==> src/rtl/core/lph_pkg.sv <==
// shared widths, register map and control types for the hash table unit
`timescale 1ns / 1ps

package lph_pkg;

  localparam int REG_W  = 11;
  localparam int KEY_W  = 31;
  localparam int SLOT_W = 10;
  localparam int CNT_W  = 11;
  localparam int APB_AW = 3;
  localparam int APB_DW = 32;

  localparam int DIV_CW = $clog2(KEY_W);

  localparam logic [REG_W-1:0] HASH_MODULUS_RST = 11'd1024;
  localparam logic [REG_W-1:0] TABLE_SLOTS_RST  = 11'd1024;

  localparam logic REG_HASH_MODULUS = 1'b0;
  localparam logic REG_TABLE_SLOTS  = 1'b1;

  localparam logic MODE_INSERT = 1'b0;
  localparam logic MODE_QUERY  = 1'b1;

  typedef struct packed {
    logic clear;
    logic load;
    logic div_step;
    logic reload;
    logic set_ptr;
    logic probe;
    logic emit;
  } cmd_t;

  typedef struct packed {
    logic clear_last;
    logic div_last;
    logic need_reduce;
    logic hit_empty;
    logic probe_last;
    logic out_busy;
  } sts_t;

endpackage

==> src/rtl/core/lph_chan_if.sv <==
// valid/ready channel interfaces for items and results
`timescale 1ns / 1ps

interface lph_in_if;
  logic                      valid;
  logic                      ready;
  logic                      mode;
  logic [lph_pkg::KEY_W-1:0] key;

  modport source (output valid, output mode, output key, input ready);
  modport sink (input valid, input mode, input key, output ready);
endinterface

interface lph_out_if;
  logic                       valid;
  logic                       ready;
  logic [lph_pkg::SLOT_W-1:0] slot;
  logic [lph_pkg::CNT_W-1:0]  probe_count;
  logic                       table_full;

  modport source (output valid, output slot, output probe_count, output table_full,
                  input ready);
  modport sink (input valid, input slot, input probe_count, input table_full,
                output ready);
endinterface

==> src/rtl/core/lph_cfg.sv <==
// configuration registers with apb access and effective value clamping
`timescale 1ns / 1ps

module lph_cfg #(
  parameter int TABLE_DEPTH = 1024,
  localparam int DW = $clog2(TABLE_DEPTH + 1)
) (
  input  logic                       clk,
  input  logic                       rst_n,
  input  logic                       cfg_psel,
  input  logic                       cfg_penable,
  input  logic                       cfg_pwrite,
  input  logic [lph_pkg::APB_AW-1:0] cfg_paddr,
  input  logic [lph_pkg::APB_DW-1:0] cfg_pwdata,
  output logic [lph_pkg::APB_DW-1:0] cfg_prdata,
  output logic                       cfg_pready,
  output logic [DW-1:0]              eff_mod,
  output logic [DW-1:0]              eff_slots
);

  localparam int EW = (DW > lph_pkg::REG_W) ? DW : lph_pkg::REG_W;

  logic [lph_pkg::REG_W-1:0] hash_modulus_r, hash_modulus_nxt;
  logic [lph_pkg::REG_W-1:0] table_slots_r, table_slots_nxt;
  logic                      wr_en;
  logic [EW-1:0]             mod_ext, slots_ext;

  assign cfg_pready = 1'b1;
  assign wr_en      = cfg_psel && cfg_penable && cfg_pwrite;

  always_comb begin
    hash_modulus_nxt = hash_modulus_r;
    table_slots_nxt  = table_slots_r;
    if (wr_en) begin
      unique case (cfg_paddr[2])
        lph_pkg::REG_HASH_MODULUS: hash_modulus_nxt = cfg_pwdata[lph_pkg::REG_W-1:0];
        lph_pkg::REG_TABLE_SLOTS:  table_slots_nxt  = cfg_pwdata[lph_pkg::REG_W-1:0];
        default: ;
      endcase
    end
  end

  always_ff @(posedge clk) begin
    if (!rst_n) begin
      hash_modulus_r <= lph_pkg::HASH_MODULUS_RST;
      table_slots_r  <= lph_pkg::TABLE_SLOTS_RST;
    end else begin
      hash_modulus_r <= hash_modulus_nxt;
      table_slots_r  <= table_slots_nxt;
    end
  end

  always_comb begin
    unique case (cfg_paddr[2])
      lph_pkg::REG_HASH_MODULUS:
        cfg_prdata = lph_pkg::APB_DW'(hash_modulus_r);
      lph_pkg::REG_TABLE_SLOTS:
        cfg_prdata = lph_pkg::APB_DW'(table_slots_r);
      default: cfg_prdata = '0;
    endcase
  end

  // zero reads as one, anything above the depth as the depth
  always_comb begin
    mod_ext   = EW'(hash_modulus_r);
    slots_ext = EW'(table_slots_r);
    if (mod_ext == '0) begin
      eff_mod = DW'(1);
    end else if (mod_ext > EW'(TABLE_DEPTH)) begin
      eff_mod = DW'(TABLE_DEPTH);
    end else begin
      eff_mod = mod_ext[DW-1:0];
    end
    if (slots_ext == '0) begin
      eff_slots = DW'(1);
    end else if (slots_ext > EW'(TABLE_DEPTH)) begin
      eff_slots = DW'(TABLE_DEPTH);
    end else begin
      eff_slots = slots_ext[DW-1:0];
    end
  end

endmodule

==> src/rtl/core/lph_datapath.sv <==
// remainder unit, probe pointer, slot valid memory and result register
`timescale 1ns / 1ps

module lph_datapath #(
  parameter int TABLE_DEPTH = 1024,
  localparam int DW = $clog2(TABLE_DEPTH + 1)
) (
  input  logic                       clk,
  input  logic                       rst_n,
  input  lph_pkg::cmd_t              cmd,
  output lph_pkg::sts_t              sts,
  input  logic                       in_mode,
  input  logic [lph_pkg::KEY_W-1:0]  in_key,
  input  logic [DW-1:0]              eff_mod,
  input  logic [DW-1:0]              eff_slots,
  output logic                       out_valid,
  input  logic                       out_ready,
  output logic [lph_pkg::SLOT_W-1:0] out_slot,
  output logic [lph_pkg::CNT_W-1:0]  out_probe_count,
  output logic                       out_table_full
);

  localparam int AW = $clog2(TABLE_DEPTH);
  localparam int CW = $clog2(TABLE_DEPTH + 2);

  logic                        mode_r;
  logic [lph_pkg::KEY_W-1:0]   dvd_r;
  logic [DW-1:0]               dvs_r;
  logic [DW-1:0]               rem_r, rem_nxt;
  logic [lph_pkg::DIV_CW-1:0]  div_cnt_r;
  logic [DW:0]                 trial;
  logic [AW-1:0]               p_r, p_wrap;
  logic [DW-1:0]               p_ext;
  logic [CW-1:0]               cnt_r, cnt_inc;
  logic [AW-1:0]               clr_addr_r;
  logic [AW-1:0]               res_slot_r;
  logic                        res_full_r;
  logic                        vmem_r [TABLE_DEPTH];
  logic                        rd_r;
  logic                        mem_we, mem_wd;
  logic [AW-1:0]               mem_addr;
  logic                        out_valid_r;
  logic [lph_pkg::SLOT_W-1:0]  out_slot_r;
  logic [lph_pkg::CNT_W-1:0]   out_cnt_r;
  logic                        out_full_r;

  // restoring remainder, one quotient bit a cycle
  always_comb begin
    trial = {rem_r, dvd_r[lph_pkg::KEY_W-1]};
    if (trial >= {1'b0, dvs_r}) begin
      rem_nxt = DW'(trial - {1'b0, dvs_r});
    end else begin
      rem_nxt = trial[DW-1:0];
    end
  end

  always_ff @(posedge clk) begin
    if (cmd.load) begin
      mode_r    <= in_mode;
      dvd_r     <= in_key;
      dvs_r     <= (in_mode == lph_pkg::MODE_QUERY) ? eff_slots : eff_mod;
      rem_r     <= '0;
      div_cnt_r <= '0;
    end else if (cmd.reload) begin
      dvd_r     <= lph_pkg::KEY_W'(rem_r);
      dvs_r     <= eff_slots;
      rem_r     <= '0;
      div_cnt_r <= '0;
    end else if (cmd.div_step) begin
      dvd_r     <= {dvd_r[lph_pkg::KEY_W-2:0], 1'b0};
      rem_r     <= rem_nxt;
      div_cnt_r <= div_cnt_r + 1'b1;
    end
  end

  assign p_ext   = DW'(p_r) + DW'(1);
  assign p_wrap  = (p_ext == eff_slots) ? '0 : p_ext[AW-1:0];
  assign cnt_inc = cnt_r + 1'b1;

  assign sts.div_last    = (div_cnt_r == lph_pkg::DIV_CW'(lph_pkg::KEY_W - 1));
  assign sts.need_reduce = (mode_r == lph_pkg::MODE_INSERT) && (rem_r >= eff_slots);
  assign sts.hit_empty   = !rd_r;
  assign sts.probe_last  = (mode_r == lph_pkg::MODE_QUERY) ?
                           (cnt_inc == CW'(eff_slots) + CW'(1)) :
                           (cnt_inc == CW'(eff_slots));
  assign sts.clear_last  = (clr_addr_r == AW'(TABLE_DEPTH - 1));
  assign sts.out_busy    = out_valid_r && !out_ready;

  always_ff @(posedge clk) begin
    if (cmd.set_ptr) begin
      p_r   <= rem_r[AW-1:0];
      cnt_r <= '0;
    end else if (cmd.probe) begin
      cnt_r <= cnt_inc;
      if (!sts.hit_empty && !sts.probe_last) begin
        p_r <= p_wrap;
      end
      res_slot_r <= sts.hit_empty ? p_r : '0;
      res_full_r <= !sts.hit_empty && (mode_r == lph_pkg::MODE_INSERT);
    end
  end

  always_ff @(posedge clk) begin
    if (!rst_n) begin
      clr_addr_r <= '0;
    end else if (cmd.clear && !sts.clear_last) begin
      clr_addr_r <= clr_addr_r + 1'b1;
    end
  end

  assign mem_we   = cmd.clear ||
                    (cmd.probe && sts.hit_empty && (mode_r == lph_pkg::MODE_INSERT));
  assign mem_wd   = !cmd.clear;
  assign mem_addr = cmd.clear ? clr_addr_r : p_r;

  always_ff @(posedge clk) begin
    if (mem_we) begin
      vmem_r[mem_addr] <= mem_wd;
    end
    rd_r <= vmem_r[mem_addr];
  end

  always_ff @(posedge clk) begin
    if (!rst_n) begin
      out_valid_r <= 1'b0;
    end else if (cmd.emit) begin
      out_valid_r <= 1'b1;
    end else if (out_ready) begin
      out_valid_r <= 1'b0;
    end
  end

  always_ff @(posedge clk) begin
    if (cmd.emit) begin
      out_slot_r <= lph_pkg::SLOT_W'(res_slot_r);
      out_cnt_r  <= lph_pkg::CNT_W'(cnt_r);
      out_full_r <= res_full_r;
    end
  end

  assign out_valid       = out_valid_r;
  assign out_slot        = out_slot_r;
  assign out_probe_count = out_cnt_r;
  assign out_table_full  = out_full_r;

  a_emit_shows: assert property (@(posedge clk) disable iff (!rst_n)
    cmd.emit |=> out_valid_r)
    else $error("result not presented after emit");

  a_cnt_bound: assert property (@(posedge clk) disable iff (!rst_n)
    cmd.probe |-> (cnt_inc <= CW'(eff_slots) + CW'(1)))
    else $error("probe count beyond slots plus one");

  a_full_insert: assert property (@(posedge clk) disable iff (!rst_n)
    cmd.emit && res_full_r |-> (mode_r == lph_pkg::MODE_INSERT))
    else $error("full flag on a query");

endmodule

==> src/rtl/core/lph_ctrl.sv <==
// sequencing state machine for clear, remainder, probe and result transfer
`timescale 1ns / 1ps

module lph_ctrl (
  input  logic          clk,
  input  logic          rst_n,
  input  logic          in_valid,
  output logic          in_ready,
  input  lph_pkg::sts_t sts,
  output lph_pkg::cmd_t cmd
);

  typedef enum logic [6:0] {
    S_CLEAR = 7'b0000001,
    S_IDLE  = 7'b0000010,
    S_DIV   = 7'b0000100,
    S_HOME  = 7'b0001000,
    S_READ  = 7'b0010000,
    S_CHECK = 7'b0100000,
    S_DONE  = 7'b1000000
  } state_t;

  state_t state_r, state_nxt;

  assign in_ready = (state_r == S_IDLE);

  always_comb begin
    state_nxt = state_r;
    cmd       = '0;
    unique case (state_r)
      S_CLEAR: begin
        cmd.clear = 1'b1;
        if (sts.clear_last) state_nxt = S_IDLE;
      end
      S_IDLE: begin
        if (in_valid) begin
          cmd.load  = 1'b1;
          state_nxt = S_DIV;
        end
      end
      S_DIV: begin
        cmd.div_step = 1'b1;
        if (sts.div_last) state_nxt = S_HOME;
      end
      S_HOME: begin
        if (sts.need_reduce) begin
          cmd.reload = 1'b1;
          state_nxt  = S_DIV;
        end else begin
          cmd.set_ptr = 1'b1;
          state_nxt   = S_READ;
        end
      end
      S_READ: begin
        state_nxt = S_CHECK;
      end
      S_CHECK: begin
        cmd.probe = 1'b1;
        state_nxt = (sts.hit_empty || sts.probe_last) ? S_DONE : S_READ;
      end
      S_DONE: begin
        if (!sts.out_busy) begin
          cmd.emit  = 1'b1;
          state_nxt = S_IDLE;
        end
      end
      default: state_nxt = S_CLEAR;
    endcase
  end

  always_ff @(posedge clk) begin
    if (!rst_n) begin
      state_r <= S_CLEAR;
    end else begin
      state_r <= state_nxt;
    end
  end

  a_emit_free: assert property (@(posedge clk) disable iff (!rst_n)
    cmd.emit |-> !sts.out_busy)
    else $error("result overwrites a pending transfer");

  a_no_take_clear: assert property (@(posedge clk) disable iff (!rst_n)
    cmd.clear |-> !cmd.load && !cmd.probe)
    else $error("item work during clearing pass");

  a_probe_after_read: assert property (@(posedge clk) disable iff (!rst_n)
    cmd.probe |-> $past(state_r) == S_READ)
    else $error("probe without memory read");

endmodule

==> src/rtl/core/linear_probe_hash_table_unit.sv <==
// top level of the linear probing hash table unit
// an item runs through the remainder steps, the home check, a memory read and a check per probe
//   and the result load; the remainder steps run once more when the home slot is reduced again
// a new item is taken only once the last one's result is loaded, later while an earlier result waits
// for transfer; the bit-serial remainder unit and the single-port slot memory set this pace
// after reset a clearing pass over every slot empties the slot memory; no item is
//   taken meanwhile, configuration writes are taken as ever
`timescale 1ns / 1ps

module linear_probe_hash_table_unit #(
  parameter int TABLE_DEPTH = 1024
) (
  input  logic                       clk,
  input  logic                       rst_n,
  lph_in_if.sink                     in_chan,
  lph_out_if.source                  out_chan,
  input  logic                       cfg_psel,
  input  logic                       cfg_penable,
  input  logic                       cfg_pwrite,
  input  logic [lph_pkg::APB_AW-1:0] cfg_paddr,
  input  logic [lph_pkg::APB_DW-1:0] cfg_pwdata,
  output logic [lph_pkg::APB_DW-1:0] cfg_prdata,
  output logic                       cfg_pready
);

  localparam int DW = $clog2(TABLE_DEPTH + 1);

  lph_pkg::cmd_t cmd;
  lph_pkg::sts_t sts;
  logic [DW-1:0] eff_mod, eff_slots;

  lph_cfg #(.TABLE_DEPTH(TABLE_DEPTH)) u_cfg (
    .clk         (clk),
    .rst_n       (rst_n),
    .cfg_psel    (cfg_psel),
    .cfg_penable (cfg_penable),
    .cfg_pwrite  (cfg_pwrite),
    .cfg_paddr   (cfg_paddr),
    .cfg_pwdata  (cfg_pwdata),
    .cfg_prdata  (cfg_prdata),
    .cfg_pready  (cfg_pready),
    .eff_mod     (eff_mod),
    .eff_slots   (eff_slots)
  );

  lph_ctrl u_ctrl (
    .clk      (clk),
    .rst_n    (rst_n),
    .in_valid (in_chan.valid),
    .in_ready (in_chan.ready),
    .sts      (sts),
    .cmd      (cmd)
  );

  lph_datapath #(.TABLE_DEPTH(TABLE_DEPTH)) u_dp (
    .clk             (clk),
    .rst_n           (rst_n),
    .cmd             (cmd),
    .sts             (sts),
    .in_mode         (in_chan.mode),
    .in_key          (in_chan.key),
    .eff_mod         (eff_mod),
    .eff_slots       (eff_slots),
    .out_valid       (out_chan.valid),
    .out_ready       (out_chan.ready),
    .out_slot        (out_chan.slot),
    .out_probe_count (out_chan.probe_count),
    .out_table_full  (out_chan.table_full)
  );

endmodule

==> src/flat_wrapper.sv <==
// flat-port wrapper written by rule: the top's interface ports become plain ports
module linear_probe_hash_table_unit_flat 
#(
  parameter int TABLE_DEPTH = 1024
)
  (clk, rst_n, cfg_psel, cfg_penable, cfg_pwrite, cfg_paddr, cfg_pwdata, cfg_prdata, cfg_pready, in_chan_valid, in_chan_mode, in_chan_key, in_chan_ready, out_chan_valid, out_chan_slot, out_chan_probe_count, out_chan_table_full, out_chan_ready);
  lph_in_if in_chan_i ();
  lph_out_if out_chan_i ();
  input  logic clk;
  input  logic rst_n;
  input  logic cfg_psel;
  input  logic cfg_penable;
  input  logic cfg_pwrite;
  input  logic [lph_pkg::APB_AW-1:0] cfg_paddr;
  input  logic [lph_pkg::APB_DW-1:0] cfg_pwdata;
  output logic [lph_pkg::APB_DW-1:0] cfg_prdata;
  output logic cfg_pready;
  input wire logic [$bits(in_chan_i.valid)-1:0] in_chan_valid;
  input wire logic [$bits(in_chan_i.mode)-1:0] in_chan_mode;
  input wire logic [$bits(in_chan_i.key)-1:0] in_chan_key;
  output wire logic [$bits(in_chan_i.ready)-1:0] in_chan_ready;
  output wire logic [$bits(out_chan_i.valid)-1:0] out_chan_valid;
  output wire logic [$bits(out_chan_i.slot)-1:0] out_chan_slot;
  output wire logic [$bits(out_chan_i.probe_count)-1:0] out_chan_probe_count;
  output wire logic [$bits(out_chan_i.table_full)-1:0] out_chan_table_full;
  input wire logic [$bits(out_chan_i.ready)-1:0] out_chan_ready;
  assign in_chan_i.valid = in_chan_valid;
  assign in_chan_i.mode = in_chan_mode;
  assign in_chan_i.key = in_chan_key;
  assign in_chan_ready = in_chan_i.ready;
  assign out_chan_valid = out_chan_i.valid;
  assign out_chan_slot = out_chan_i.slot;
  assign out_chan_probe_count = out_chan_i.probe_count;
  assign out_chan_table_full = out_chan_i.table_full;
  assign out_chan_i.ready = out_chan_ready;
  linear_probe_hash_table_unit #(.TABLE_DEPTH(TABLE_DEPTH)) u_core (.clk(clk), .rst_n(rst_n), .in_chan(in_chan_i), .out_chan(out_chan_i), .cfg_psel(cfg_psel), .cfg_penable(cfg_penable), .cfg_pwrite(cfg_pwrite), .cfg_paddr(cfg_paddr), .cfg_pwdata(cfg_pwdata), .cfg_prdata(cfg_prdata), .cfg_pready(cfg_pready));
endmodule
==> config.mk <==
export PLATFORM = sky130hd
export DESIGN_NAME = linear_probe_hash_table_unit_flat
export DESIGN_NICKNAME = d
export VERILOG_FILES = /design/src/rtl/core/lph_pkg.sv /design/src/rtl/core/lph_chan_if.sv /design/src/rtl/core/lph_cfg.sv /design/src/rtl/core/lph_datapath.sv /design/src/rtl/core/lph_ctrl.sv /design/src/rtl/core/linear_probe_hash_table_unit.sv /design/src/flat_wrapper.sv
export SDC_FILE = /design/constraint.sdc
export NUM_CORES = 2
export LEC_CHECK = 0
export BUFFER_PORTS_ARGS = -buffer_cell sky130_fd_sc_hd__buf_2
export CAP_MARGIN = 15
export CORE_ASPECT_RATIO = 1.2
export CORE_UTILIZATION = 35
export CTS_BUF_LIST = sky130_fd_sc_hd__clkbuf_8 sky130_fd_sc_hd__clkbuf_16
export DETAILED_ROUTE_END_ITERATION = 8
export HOLD_SLACK_MARGIN = 0.02
export SYNTH_ARGS = -nofsm -noshare
export SYNTH_HDL_FRONTEND = slang
export SYNTH_SLANG_ARGS = --single-unit
==> constraint.sdc <==
create_clock -name clk -period 21.2 [get_ports clk]
set_clock_uncertainty 0.2 [all_clocks]
set_input_delay 2.12 -clock clk [delete_from_list [all_inputs] [get_ports clk]]
set_output_delay 2.12 -clock clk [all_outputs]
set_load 0.02 [all_outputs]
Word-level counts from Yosys, hierarchy flattened --
Memory sizes are Yosys's and may differ from the RTL's. A register that Yosys moved wholly into a read port is not among the register bits. Index checks and enable logic that the tools add are counted.
Operators by class: mux-type cells 39, bitwise logic cells 3, equality and inequality tests 16, reduce and logical (&&, ||, !) cells 29, order comparisons 4, $add $sub $neg 6
Operators with widths (count):
- 2-to-1 mux 31 bit | 3
- 2-to-1 mux 11 bit | 8
- case mux 32 bit (2 select lines) | 1
- 2-to-1 mux 10 bit | 5
- case mux 7 bit (7 select lines) | 1
- 2-to-1 mux 7 bit | 5
- equality test 11 bit | 3
- adder 11 x 1 -> 11 bit, second input constant | 2
- > comparator 11 bit, second input constant | 2
- zero test 11 bit | 2
- 2-to-1 mux 1 bit | 14
- greater-or-equal comparator 12 x 11 -> 1 bit | 1
- adder 10 x 1 -> 11 bit, second input constant | 1
- greater-or-equal comparator 11 bit | 1
- subtractor 11 bit | 1
- adder 10 x 1 -> 10 bit, second input constant | 1
- equality test 10 bit, second input constant | 1
- logical AND 1 bit | 9
- AND reduction 2 bit | 4
- nonzero test 2 bit | 4
- equality test 7 x 1 -> 1 bit, second input constant | 1
- equality test 7 x 2 -> 1 bit, second input constant | 1
- equality test 7 x 3 -> 1 bit, second input constant | 1
- equality test 7 x 4 -> 1 bit, second input constant | 1
- other kinds (15) | 24
Word-level totals: memories 1, logic and storage cells 115, output and inout port bits 57, flip-flop bits (word level) 153, memory bits (writable) 1024
Memory list:
- u_core.u_dp.vmem_r | depth 1024, width 1, read ports 1, clocked after Yosys merged registers in 1, wr ports 1, RTL line lph_datapath.sv:38 | logic vmem_r [TABLE_DEPTH];

Depth between registers and ports, before layout --
word-level depth 11, depth in mapped cells 17, gate-level depth less buffers 14

Hierarchy --
Synthesis repeated with hierarchy kept, for this count alone.
Second synthesis, totals: cells, all modules 4375, area, all modules 52711.8 um2
Modules (own cells, without submodules):
- lph_datapath | area each 50817.5 um2, instances 1, cells an instance 4160
- lph_cfg | area each 1355.0 um2, instances 1, cells an instance 153
- lph_ctrl | area each 539.3 um2, instances 1, cells an instance 62

Worst setup path after synthesis --
No wires, ideal clock.
path kind reg-to-reg, start register u_core.u_ctrl.state_r[4], end memory u_core.u_dp.vmem_r[0] (data pin), stages on the path, launching flop included 4, data required time 15895 ps, data arrival time 13214 ps, slack 2681 ps, library setup time 5105 ps, path through dfxtp_1 or2_2 nor4_1 nand3b_1
Between the ends: cells in the longest elaborated chain, start to end 3
RTL lines:
- from (decl) | RTL line lph_ctrl.sv:23 | state_t state_r, state_nxt;
- from (signal assigned) | RTL line lph_ctrl.sv:75 | state_r <= state_nxt;
- equality test 7 x 1 -> 1 bit | RTL line lph_ctrl.sv:30 | unique case (state_r)
- 2-to-1 mux 1 bit | RTL line lph_ctrl.sv:30
- zero test 1 bit | RTL line lph_datapath.sv:113 | assign mem_wd = !cmd.clear;
- net u_core.u_dp.mem_wd | RTL line lph_datapath.sv:40 | logic mem_we, mem_wd;
- to (decl) | RTL line lph_datapath.sv:38
The timed path passes the listed nets, and every way through them passes these cells.

Worst setup path after layout --
start register u_core.u_ctrl.state_r[0], end register u_core.u_dp.rd_r, read port of u_core.u_dp.vmem_r
Between the ends: cells in the longest elaborated chain, start to end 3
RTL lines:
- equality test 7 x 1 -> 1 bit | RTL line lph_ctrl.sv:30
- 2-to-1 mux 1 bit | RTL line lph_ctrl.sv:30
- 2-to-1 mux 10 bit | RTL line lph_datapath.sv:114 | assign mem_addr = cmd.clear ? clr_addr_r : p_r;
- to (decl) | RTL line lph_datapath.sv:39 | logic rd_r;
Every way passes these cells. A chain may end at the register's enable or synchronous reset.

==> qor.yml <==
outcome: "finished clean"
wl_per_cell_microns: 24.45
cts_setup_buffers: 0
reg2reg_depth: 13
tns_ns: 0
period_minus_slack_ns: 6.501
syn_inst: 4434
crit_path_max_fanout: 46
tightest_slew_ns: 1.329
h-tree-depth: 3
fp.dieH_microns: 422.7
dpl.hpwl_mm: 81.75
worst-path-stages: 13
clk_pin_slew_ns: 0.06
r2r_setup_slack_ns: 14.70
holdBufCountCts: 0
critPathLaunch: "u_core.u_ctrl.state_r[0]"
fp.dieW_microns: 352.6
antenna_found_initial: 1
hold_depth: 0
floorplan.rows: 154
start_util_pct: 35.20
synth-main-ff-cell: "edfxtp_1"
worst_slack_ns: 14.70
endpoint_kind: "flop"
avgViaCountPerCell: 5.674
cts_tree: "yes"
pin_count: 131
r2r-start: "u_core.u_ctrl.state_r[0]"
worstSkewPairLatency_ns: 0.78
final_util_pct: 39.26
yosysSeqAreaShare_pct: 67.21
cp_cell_sequence: "nor4b_4, and4_2, or2_4, buf_4, buf_4, buf_4, a22o_1, o21ai_0, nor4bb_1, a41oi_1, nor4_1, nor3_1, or4_1"
syn-cell-area_sq_um: 51620
synth-seq-cells: 1178
cp_top_family: "simple AND/OR/NAND/NOR gates"
critPathSlowestCell: "nor4b_4"
finalSetupViolations: 0
maxClockFrequency_ghz: 0.1538
syn2layout_area_growth_pct: 11.53
synthDistinctLibCells: 71
synthArstFlopShare_pct: 0
post-route-period-util_pct: 30.67
vdd_drop_max_uv: 126.9
finalHoldViolCount: 0
drive_gt1_share_pct: 10.24
ys_warn_count: 0
p_total_mw: 7.094
start_kind: "flop"
grt_util_all_layers_pct: 20.34
worstPathRequired_ns: 21.70
slew_headroom_pct: 11.38
finalNetCount: 4437
arrival_ns: 7.00
io_buffers: 85
grt_max_degree: 323
max-clock-path-buffers: 3
power_density_nw_per_um2: 123.2
syn_avg_cell_area_sq_um: 11.64
die-area_sq_um: 149000
hold_path.class: "reg -> reg"
cts_resized: 0
grt_first_pass_wirelength_mm: 227.9
clock_sinks: 1178
grt-ovfl-total: 0
slowest_delay_ns: 0.91
leakagePower_nw: 17.54
drtIter0Drc: 4772
worst-setup-path-type: "reg -> reg"
rsz0062_at_grt: "false"
place.gp.congestion: 0.8354
cp_common_cell: "buf_4"
synth_edf_count: 1110
wl_mm: 156.1
dr_total_vias: 36220
core_sq_um: 146600
dpl_worst_slack_ns: 14.78
cts-root-buf: "clkbuf_16"
grt_pass1_vias: 34820
first_pass_iters: 6
drv_slew: 0
cp.buffers_inverters: 3
drc_errors: 0
hold_start: "u_core.u_dp.res_full_r"
numCtsBuffers: 112
drtAntennaViolNets: 0
holdWs_ns: 0.2300
maxCapViolations: 0
-- flip-flops by register name, indices dropped and copies added (netlist names) --
name / cells
u_core.u_dp.out_probe_count: 11
u_core.u_cfg.hash_modulus_r: 11
u_core.u_dp.cnt_r: 11
u_core.u_dp.res_slot_r: 10
u_core.u_dp.dvs_r: 11
u_core.u_dp.rem_r: 11
u_core.u_dp.mode_r: 1
u_core.u_dp.out_table_full: 1
u_core.u_dp.vmem_r: 1024
u_core.u_dp.out_slot: 10
u_core.u_dp.div_cnt_r: 5
u_core.u_dp.dvd_r: 31
u_core.u_dp.p_r: 10
u_core.u_ctrl.state_r: 7
u_core.u_dp.out_valid: 1
u_core.u_dp.clr_addr_r: 10
u_core.u_dp.rd_r: 1
u_core.u_cfg.slots_ext: 11
u_core.u_dp.res_full_r: 1
-- cells by family after synthesis --
family                   Yosys count  share of synthesized area (%)
AND/OR/NAND/NOR                 1596                          12.73
flip-flops                      1178                          67.21
AO/OA/AOI/OAI                   1048                          13.18
buffers and inverters            462                          3.970
XOR/XNOR                          74                          1.256
multiplexers                      45                         0.9259
adder cells (fa/ha/maj)           29                         0.7175
other                              2                        0.01455
-- cells in the mapped netlist, types with 7 or more instances --
library cell | number | area share (%)
nand2b_1 | 14 | 0.17
nand3_1 | 46 | 0.45
a211oi_1 | 9 | 0.13
a22oi_1 | 322 | 4.7
nand2_1 | 233 | 1.7
nor3_1 | 19 | 0.18
a41oi_1 | 59 | 1.0
and2_1 | 7 | 0.085
and3_1 | 8 | 0.097
nand3b_1 | 8 | 0.12
nor2b_1 | 15 | 0.18
nand4_1 | 26 | 0.32
o21ai_1 | 10 | 0.097
a22o_1 | 85 | 1.4
clkbuf_1 | 228 | 1.7
buf_4 | 24 | 0.35
nor4_1 | 57 | 0.69
buf_1 | 88 | 0.64
ha_1 | 28 | 0.68
mux2_2 | 22 | 0.48
buf_6 | 19 | 0.41
mux2i_1 | 23 | 0.45
buf_2 | 66 | 0.64
nor4bb_1 | 7 | 0.14
xor2_1 | 32 | 0.54
xnor2_1 | 42 | 0.71
a21oi_1 | 215 | 2.1
inv_1 | 37 | 0.27
dfxtp_1 | 68 | 2.6
edfxtp_1 | 1110 | 65
o21ai_0 | 286 | 2.8
a21o_1 | 8 | 0.12
nor2_1 | 1132 | 8.2
-- final timing paths --
kind,to
hold reg to reg,u_core.u_dp.out_table_full
hold / removal,u_core.u_dp.out_table_full
setup / recovery,u_core.u_dp.rd_r
setup reg to reg,u_core.u_dp.rd_r
-- power by group --
part / switching [mW] / internal [mW]
Clock: 0.910 / 1.13
Combinational: 1.56 / 0.482
Sequential: 0.0421 / 2.98
-- cells in the final DEF (no fill, tap or decap), types with 7 or more instances in the layout --
cell type and count:
a211oi_1 9, a21o_1 8, a21oi_1 213, a22o_1 85, a22oi_1 322, a41oi_1 59, and2_1 7, and3_1 8
buf_2 87, buf_4 95, bufinv_16 11, clkbuf_16 113, clkinv_1 21, clkinv_2 27, conb_1 22, dfxtp_1 68
edfxtp_1 1110, ha_1 28, inv_1 56, mux2_2 22, mux2i_1 23, nand2_1 201, nand2_2 31, nand2b_1 14
nand3_1 46, nand3b_1 8, nand4_1 26, nor2_1 1128, nor2b_1 15, nor3_1 17, nor4_1 55, nor4bb_1 7
o21ai_0 286, xnor2_1 42, xor2_1 32
-- area by class of cell --
| cell class | count | area [sq um] |
|---|---|---|
| fillers | 13960 | 89060 |
| flip-flops and latches | 1178 | 34690 |
| multi-input cells | 2814 | 15210 |
| clock buffers | 117 | 2883 |
| well taps | 1950 | 2440 |
| repair buffers | 191 | 1354 |
| clock inverters | 95 | 849.6 |
| inverters | 37 | 138.9 |
| diodes | 1 | 2.502 |
-- per-stage QoR --
stage / cell area, sq um / instances
final: 57570 / 6383
after global routing: 57570 / 6382
after CTS: 57430 / 6375
after detailed placement: 53700 / 6163
after global placement: 53690 / 6162
after floorplan: 51700 / 4454
-- per-layer routing --
metal	vias up	wire [microns]	track usage, %
li1	15920	-	-
met1	18300	61760	26.12
met2	1687	75720	34.53
met3	311	12970	3.067
met4	0	5621	7.688
met5	-	0	0
(Power assumes the default switching activity.)
